===== config.mk =====
export PLATFORM = sky130hd
export DESIGN_NAME = quoted_token_splitter
export DESIGN_NICKNAME = d
export VERILOG_FILES = /design/src/hdl/qts_pkg.sv /design/src/hdl/qts_step.sv /design/src/hdl/qts_result_buf.sv /design/src/hdl/quoted_token_splitter.sv
export SDC_FILE = /design/constraint.sdc
export NUM_CORES = 1
export LEC_CHECK = 0
export BUFFER_PORTS_ARGS = -buffer_cell sky130_fd_sc_hd__buf_2
export CAP_MARGIN = 10
export CORE_MARGIN = 2
export CORE_UTILIZATION = 45
export DETAILED_ROUTE_END_ITERATION = 16
export PLACE_DENSITY = 0.62
export SLEW_MARGIN = 40
export SYNTH_ARGS = -nofsm -noshare
export SYNTH_HDL_FRONTEND = slang
export SYNTH_SLANG_ARGS = --single-unit

===== constraint.sdc =====
create_clock -name clk -period 13.7 [get_ports clk]
set_input_delay 2.055 -clock clk [delete_from_list [all_inputs] [get_ports clk]]
set_output_delay 2.055 -clock clk [all_outputs]
set_load 0.03 [all_outputs]

===== src/hdl/qts_pkg.sv =====
// Shared types and constants for the quoted token splitter.
// No dependencies; imported by every module of the block.
`default_nettype none
package qts_pkg;

  localparam int MAX_RESULTS = 3;

  localparam logic [1:0] KIND_CHAR     = 2'd0;
  localparam logic [1:0] KIND_TOKEN_END = 2'd1;
  localparam logic [1:0] KIND_LINE_END = 2'd2;

  localparam logic [7:0] CHAR_NUL     = 8'd0;
  localparam logic [7:0] CHAR_TAB     = 8'd9;
  localparam logic [7:0] CHAR_NEWLINE = 8'd10;
  localparam logic [7:0] CHAR_SPACE   = 8'd32;
  localparam logic [7:0] CHAR_QUOTE   = 8'd34;

  typedef struct packed {
    logic [1:0] kind;
    logic [7:0] ch;
    logic [4:0] num;
    logic       last;
  } result_t;

  typedef result_t [MAX_RESULTS-1:0] result_set_t;

  typedef logic [1:0] result_count_t;

endpackage
`default_nettype wire


===== src/hdl/qts_step.sv =====
// Per-character scanner: holds the line state and forms the results of one word.
// Depends on qts_pkg.
`default_nettype none
module qts_step #(
  parameter int MAX_TOKENS    = 16,
  parameter int MAX_TOKEN_LEN = 32,
  parameter int MAX_LINE_LEN  = 256
) (
  input  wire                    clk,
  input  wire                    rst,
  input  wire  [7:0]             char_value,
  input  wire                    fire,
  output qts_pkg::result_set_t   results,
  output qts_pkg::result_count_t count
);
  import qts_pkg::*;

  localparam int LW = (MAX_TOKEN_LEN > 2) ? $clog2(MAX_TOKEN_LEN) : 1;
  localparam int TW = $clog2(MAX_TOKENS + 1);
  localparam int PW = (MAX_LINE_LEN > 2) ? $clog2(MAX_LINE_LEN) : 1;
  localparam logic [LW-1:0] LEN_LIMIT  = LW'(MAX_TOKEN_LEN - 1);
  localparam logic [TW-1:0] TOK_LIMIT  = TW'(MAX_TOKENS);
  localparam logic [PW-1:0] LINE_LIMIT = PW'(MAX_LINE_LEN - 1);

  typedef enum logic [1:0] {
    MODE_IDLE,
    MODE_PLAIN,
    MODE_QUOTE,
    MODE_DRAIN
  } mode_t;

  mode_t         scan_mode, scan_mode_next;
  logic [LW-1:0] token_length, token_length_next;
  logic [TW-1:0] token_total, token_total_next;
  logic [PW-1:0] line_position, line_position_next;

  always_comb begin
    logic is_term;
    logic is_sep;
    logic do_store;
    logic do_close;
    result_count_t n;
    is_term = (char_value == CHAR_NEWLINE) || (char_value == CHAR_NUL);
    is_sep = (char_value == CHAR_SPACE) || (char_value == CHAR_TAB);
    do_store = 1'b0;
    do_close = 1'b0;
    n = '0;
    results = '0;
    scan_mode_next = scan_mode;
    token_length_next = token_length;
    token_total_next = token_total;
    line_position_next = line_position;

    if (scan_mode == MODE_DRAIN) begin
      if (is_term) begin
        scan_mode_next = MODE_IDLE;
        token_length_next = '0;
        token_total_next = '0;
        line_position_next = '0;
      end
    end else if (is_term) begin
      if (scan_mode != MODE_IDLE) begin
        results[n] = '{kind: KIND_TOKEN_END, ch: 8'd0, num: 5'(token_total_next), last: 1'b0};
        n = n + 2'd1;
        token_total_next = token_total_next + 1'b1;
      end
      results[n] = '{kind: KIND_LINE_END, ch: 8'd0, num: 5'(token_total_next), last: 1'b0};
      n = n + 2'd1;
      scan_mode_next = MODE_IDLE;
      token_length_next = '0;
      token_total_next = '0;
      line_position_next = '0;
    end else begin
      line_position_next = line_position + 1'b1;
      case (scan_mode)
        MODE_IDLE: begin
          if (!is_sep) begin
            do_store = 1'b1;
            scan_mode_next = (char_value == CHAR_QUOTE) ? MODE_QUOTE : MODE_PLAIN;
          end
        end
        MODE_PLAIN: begin
          if (is_sep) do_close = 1'b1;
          else do_store = 1'b1;
        end
        default: begin
          if (char_value == CHAR_QUOTE) begin
            do_store = 1'b1;
            do_close = 1'b1;
          end else if (char_value == CHAR_TAB) begin
            do_close = 1'b1;
          end else begin
            do_store = 1'b1;
          end
        end
      endcase

      if (do_store) begin
        results[n] = '{kind: KIND_CHAR, ch: char_value, num: 5'(token_total_next), last: 1'b0};
        n = n + 2'd1;
        token_length_next = token_length_next + 1'b1;
        if (token_length_next >= LEN_LIMIT) begin
          results[n] = '{kind: KIND_TOKEN_END, ch: 8'd0, num: 5'(token_total_next),
                         last: 1'b0};
          n = n + 2'd1;
          token_total_next = token_total_next + 1'b1;
          token_length_next = '0;
          scan_mode_next = MODE_IDLE;
        end
      end

      if (do_close && (scan_mode_next != MODE_IDLE)) begin
        results[n] = '{kind: KIND_TOKEN_END, ch: 8'd0, num: 5'(token_total_next), last: 1'b0};
        n = n + 2'd1;
        token_total_next = token_total_next + 1'b1;
        token_length_next = '0;
        scan_mode_next = MODE_IDLE;
      end

      if ((token_total_next >= TOK_LIMIT) || (line_position_next >= LINE_LIMIT)) begin
        if (scan_mode_next != MODE_IDLE) begin
          results[n] = '{kind: KIND_TOKEN_END, ch: 8'd0, num: 5'(token_total_next),
                         last: 1'b0};
          n = n + 2'd1;
          token_total_next = token_total_next + 1'b1;
        end
        results[n] = '{kind: KIND_LINE_END, ch: 8'd0, num: 5'(token_total_next), last: 1'b0};
        n = n + 2'd1;
        scan_mode_next = MODE_DRAIN;
        token_length_next = '0;
        token_total_next = '0;
        line_position_next = '0;
      end
    end

    if (n != 2'd0) begin
      results[n - 2'd1].last = 1'b1;
    end
    count = n;
  end

  always_ff @(posedge clk) begin
    if (rst) begin
      scan_mode <= MODE_IDLE;
      token_length <= '0;
      token_total <= '0;
      line_position <= '0;
    end else if (fire) begin
      scan_mode <= scan_mode_next;
      token_length <= token_length_next;
      token_total <= token_total_next;
      line_position <= line_position_next;
    end
  end

endmodule
`default_nettype wire


===== src/hdl/qts_result_buf.sv =====
// Result register: holds the results of one word and hands them out one per cycle while result_ready is high.
// Depends on qts_pkg.
`default_nettype none
module qts_result_buf (
  input  wire                    clk,
  input  wire                    rst,
  input  wire                    load,
  input  qts_pkg::result_set_t   results,
  output logic                   free,
  output logic                   result_valid,
  input  wire                    result_ready,
  output qts_pkg::result_t       head
);
  import qts_pkg::*;

  result_set_t held;
  logic [1:0]  idx;

  assign head = held[idx];
  assign free = !result_valid || (result_ready && head.last);

  always_ff @(posedge clk) begin
    if (rst) begin
      result_valid <= 1'b0;
      idx <= '0;
    end else if (load) begin
      result_valid <= 1'b1;
      idx <= '0;
    end else if (result_valid && result_ready) begin
      if (head.last) begin
        result_valid <= 1'b0;
      end else begin
        idx <= idx + 2'd1;
      end
    end
  end

  always_ff @(posedge clk) begin
    if (load) begin
      held <= results;
    end
  end

endmodule
`default_nettype wire


===== src/hdl/quoted_token_splitter.sv =====
// A word accepted into the input register is scanned from there; its results are loaded into
// the result register, which presents them one at a time. Throughput: one word per cycle while
// each word yields at most one result and result_ready is high; a word with more results holds
// the single result port until all are taken, which sets the rate on token ends and line ends.
// Reset (synchronous, active high) empties the input and result registers and starts a
// new line with no tokens.
`default_nettype none
module quoted_token_splitter #(
  parameter int MAX_TOKENS    = 16,
  parameter int MAX_TOKEN_LEN = 32,
  parameter int MAX_LINE_LEN  = 256
) (
  input  wire        clk,
  input  wire        rst,
  input  wire  [7:0] char_value,
  input  wire        char_valid,
  output logic       char_ready,
  output logic [1:0] kind,
  output logic [7:0] out_char,
  output logic [4:0] token_number,
  output logic       last,
  output logic       result_valid,
  input  wire        result_ready
);
  import qts_pkg::*;

  logic          in_valid;
  logic [7:0]    in_char;
  logic          step_fire;
  logic          buf_free;
  result_set_t   results;
  result_count_t count;
  result_t       head;

  assign step_fire = in_valid && ((count == 2'd0) || buf_free);
  assign char_ready = !in_valid || step_fire;

  always_ff @(posedge clk) begin
    if (rst) begin
      in_valid <= 1'b0;
    end else if (char_ready) begin
      in_valid <= char_valid;
    end
  end

  always_ff @(posedge clk) begin
    if (char_ready && char_valid) begin
      in_char <= char_value;
    end
  end

  qts_step #(
    .MAX_TOKENS    (MAX_TOKENS),
    .MAX_TOKEN_LEN (MAX_TOKEN_LEN),
    .MAX_LINE_LEN  (MAX_LINE_LEN)
  ) u_step (
    .clk        (clk),
    .rst        (rst),
    .char_value (in_char),
    .fire       (step_fire),
    .results    (results),
    .count      (count)
  );

  qts_result_buf u_result_buf (
    .clk          (clk),
    .rst          (rst),
    .load         (step_fire && (count != 2'd0)),
    .results      (results),
    .free         (buf_free),
    .result_valid (result_valid),
    .result_ready (result_ready),
    .head         (head)
  );

  assign kind = head.kind;
  assign out_char = head.ch;
  assign token_number = head.num;
  assign last = head.last;

endmodule
`default_nettype wire


==> out/metrics.cfg <==
[worst_setup_path]
worst-path-buf-inv = 1
r2r_start = in_char[5]$_DFFE_PP_
setup.worst_path.start_class = flip-flop
crit_arrival_ns = 4.34
reg2reg_depth = 12
cp_top_family = simple AND/OR/NAND/NOR gates
crit_path_max_incr_delay_ns = 0.62
cp-end-kind = output pin
cp_slowest_cell = nor3_1
crit_chain = and3b_1 > o211a_1 > nor3_1 > mux2_2 > ha_1 > a41o_1 > a31oi_1 > or3_4 > o21a_1 > nand3_1 > buf_2
crit_type = reg2out
reg2reg_to = u_result_buf.held[10]$_SDFFCE_PP0P_
required_ns = 11.64
r2r_slack_ns = 9.10
crit_fanout = 21

[timing]
hold_viol_final = 0
slew_headroom_pct = 52.1
setup_tns_ns = 0
period_share_pct = 46.7
clock-skew-final_ns = 0.0110
whs_ns = 0.500
rsz0062_at_grt = false
max_freq_mhz = 156
setup_viol = 0
tightest_slew_ns = 0.717
min_period_ns = 6.39
slew_violations = 0

[route]
wl_met2_um = 4690
first_iter_violations = 279
vias_per_cell = 5.92
m1WireLength_um = 4970
drc = 0
top_layer = met4
routed-via-count = 3483
drtPass1Iterations = 5
drtAntennaViolNets = 0
detail_route.wl_per_cell_um = 17.5
routed_wl_um = 10300
met3_length_um = 343

[power_and_ir_drop]
power_density_nw_per_um2 = 88.3
ir_worst_vdd_mv = 0.0370
p_leak_nw = 1.72

[global_route]
track_usage_pct = 21.8
grt_pass1_wl_um = 17000
grt_max_degree = 33
first_global_vias = 3327
gr-total-overflow = 0
antenna_found_initial = 0

[synth]
netlist_instances = 453
synth_area_leader_cell = edfxtp_1
synth_edf_count = 40
yosysSeqAreaShare_pct = 40.7
syn_area_per_cell_sq_um = 9.11
syn_area_sq_um = 4130
synth_cell_type_count = 67
synth_fp_nets = 477
ys_warn_count = 0
synthArstFlopShare_pct = 0
ys_seq_elements = 64
synthFlopType = edfxtp_1
synth_area_leaders = edfxtp_1 (29%), dfxtp_1 (12%), nand2_1 (3.9%)
synth_top_area_share_pct = 29.1

[min_path]
whs_endpoint = u_step.token_length[4]$_SDFFE_PP0P_
hold_start = u_step.token_length[4]$_SDFFE_PP0P_
min_delay_path_depth = 1
hold_path_class = reg2reg

[final_layout]
fin_nets = 499
design_area_sq_um = 4530
final_cells = 588
layout-drive-gt1-share_pct = 13.1
nFillCells = 833
areaGrowthSynthToFinish_pct = 9.79
antennaDiodeCount = 0

[cts]
cts_sinks = 64
clockBufferDepth = 2
path_clk_slew_ns = 0.08
insertion_delay_ns = 0.35
cts_tree = yes
clockRootBuffer = clkbuf_8
cts_resized = 0
hold_buffers = 0
post_cts_buffers = 0
htreeDepth = 3
cts_buffers = 9

[floorplan]
num_rows = 34
die_y_um = 99.8
io_pins = 30
coreArea_sq_um = 8810
start_util_pct = 46.9
die_area_sq_um = 9960
die_w_um = 99.8

[placed_design]
placed_area_sq_um = 4360
place_inst = 572
port_buffers = 29
dpl.hpwl_um = 7560
gp_congestion = 0.927

[flow_run]
drv_cap = 0

[outcome]
status = finished clean

flip-flops by register name, summed over array words and instances (netlist names):
signal / cells
u_result_buf.held: 32
in_char: 8
u_step.line_position: 8
u_step.token_length: 5
u_step.token_total: 5
u_result_buf.idx: 2
u_step.scan_mode: 2
in_valid: 1
u_result_buf.result_valid: 1
final cells by class:
| cell class | count | area (sq um) | area share (%) |
|---|---|---|---|
| multi-input cells | 346 | 2280 | 50.4 |
| flip-flops and latches | 64 | 1680 | 37.1 |
| well taps | 108 | 135 | 2.98 |
| repair buffers | 34 | 183 | 4.03 |
| clock buffers | 13 | 160 | 3.53 |
| inverters | 20 | 75.1 | 1.66 |
| clock inverters | 3 | 15.0 | 0.331 |
kinds of logic after synthesis:
group	Yosys count	synth area share, %
buffers and inverters	43	4.27
DFF	64	40.7
other	1	0.0908
xor gates and xnor gates	22	4.67
and+or+nand+nor	183	23.8
AOI/OAI and AO/OA	112	18.8
adders and majority gates	13	3.88
muxes	15	3.76
metal layers:
layer  vias up  GRT usage (%)
li1       1725              -
met1      1656           29.4
met2        83           35.3
met3        19           3.27
met4         0           9.06
met5         -              0
power breakdown:
part	total [W]	switching, W	internal, W	leakage [nW]
registers	0.000219	0.00000634	0.000212	0.569
logic	0.0000329	0.0000224	0.0000105	1.06
clock network	0.000148	0.0000725	0.0000760	0.0923
stage by stage:
stage / setup slack [ns] / utilization, % / total power (W)
detailed placement: 7.71 / 49.5 / 0.000256
global route: 7.07 / 51.5 / 0.000415
CTS: 7.32 / 51.5 / 0.000404
global placement: 7.88 / 49.4 / 0.000255
finish: 7.31 / 51.5 / 0.000400
floorplan: 8.02 / - / 0.000245
worst reg2reg max path: stages (launching register included):
cell and delay [ns]:
edfxtp_1 0.48, and3b_1 0.32, o211a_1 0.38, nor3_1 0.62, mux2_2 0.44, ha_1 0.20
a41o_1 0.21, a31oi_1 0.36, or3_4 0.37, o21a_1 0.27, nand2_1 0.11, nor2_2 0.11
buf_4 0.36
cell usage in the layout, fill, tap and decap left out, types with 4 or more instances in the layout:
master,Yosys,routed
nand2_1,43,43
edfxtp_1,40,40
nor2_1,33,32
buf_2,5,29
o21ai_0,26,26
and2_1,24,24
nand3_1,24,24
dfxtp_1,24,24
a21oi_1,24,23
inv_1,19,19
xnor2_1,16,16
nor3_1,12,12
ha_1,12,12
mux2i_1,11,11
clkbuf_8,0,9
a31oi_1,8,7
nor2b_1,6,6
xor2_1,6,6
and3_1,6,6
nand4b_1,6,6
o211ai_1,5,5
nor4_1,5,5
o31ai_1,5,5
a22o_1,5,5
buf_4,0,5
nor3b_1,4,4
or4_1,4,4
o21a_1,4,4
mux2_2,4,4
o22ai_1,4,4
cells in the mapped netlist, drive strengths merged (5+ instances only):
master / count
nand2: 43
dfxtp: 24
edfxtp: 40
nor2: 34
o31ai: 5
a21oi: 24
xor2: 6
nor2b: 6
buf: 8
nand3: 24
a22o: 5
nor4: 5
clkbuf: 15
nand4b: 6
o21ai: 28
a31oi: 8
and2: 24
o211ai: 6
xnor2: 16
inv: 19
and3: 6
nor3: 13
ha: 12
mux2i: 11
worst max path at each step:
stage | from | end | slack [ns] | depth (start not counted)
floorplan | in_char[0]$_DFFE_PP_ | char_ready | 8.02 | 13
global placement | in_char[0]$_DFFE_PP_ | char_ready | 7.88 | 11
detailed placement | in_char[5]$_DFFE_PP_ | char_ready | 7.71 | 11
CTS | in_char[5]$_DFFE_PP_ | char_ready | 7.32 | 11
global route | in_char[3]$_DFFE_PP_ | char_ready | 7.07 | 11
finish | in_char[5]$_DFFE_PP_ | char_ready | 7.31 | 11
Note: power is estimated with default switching activity, not from simulation.
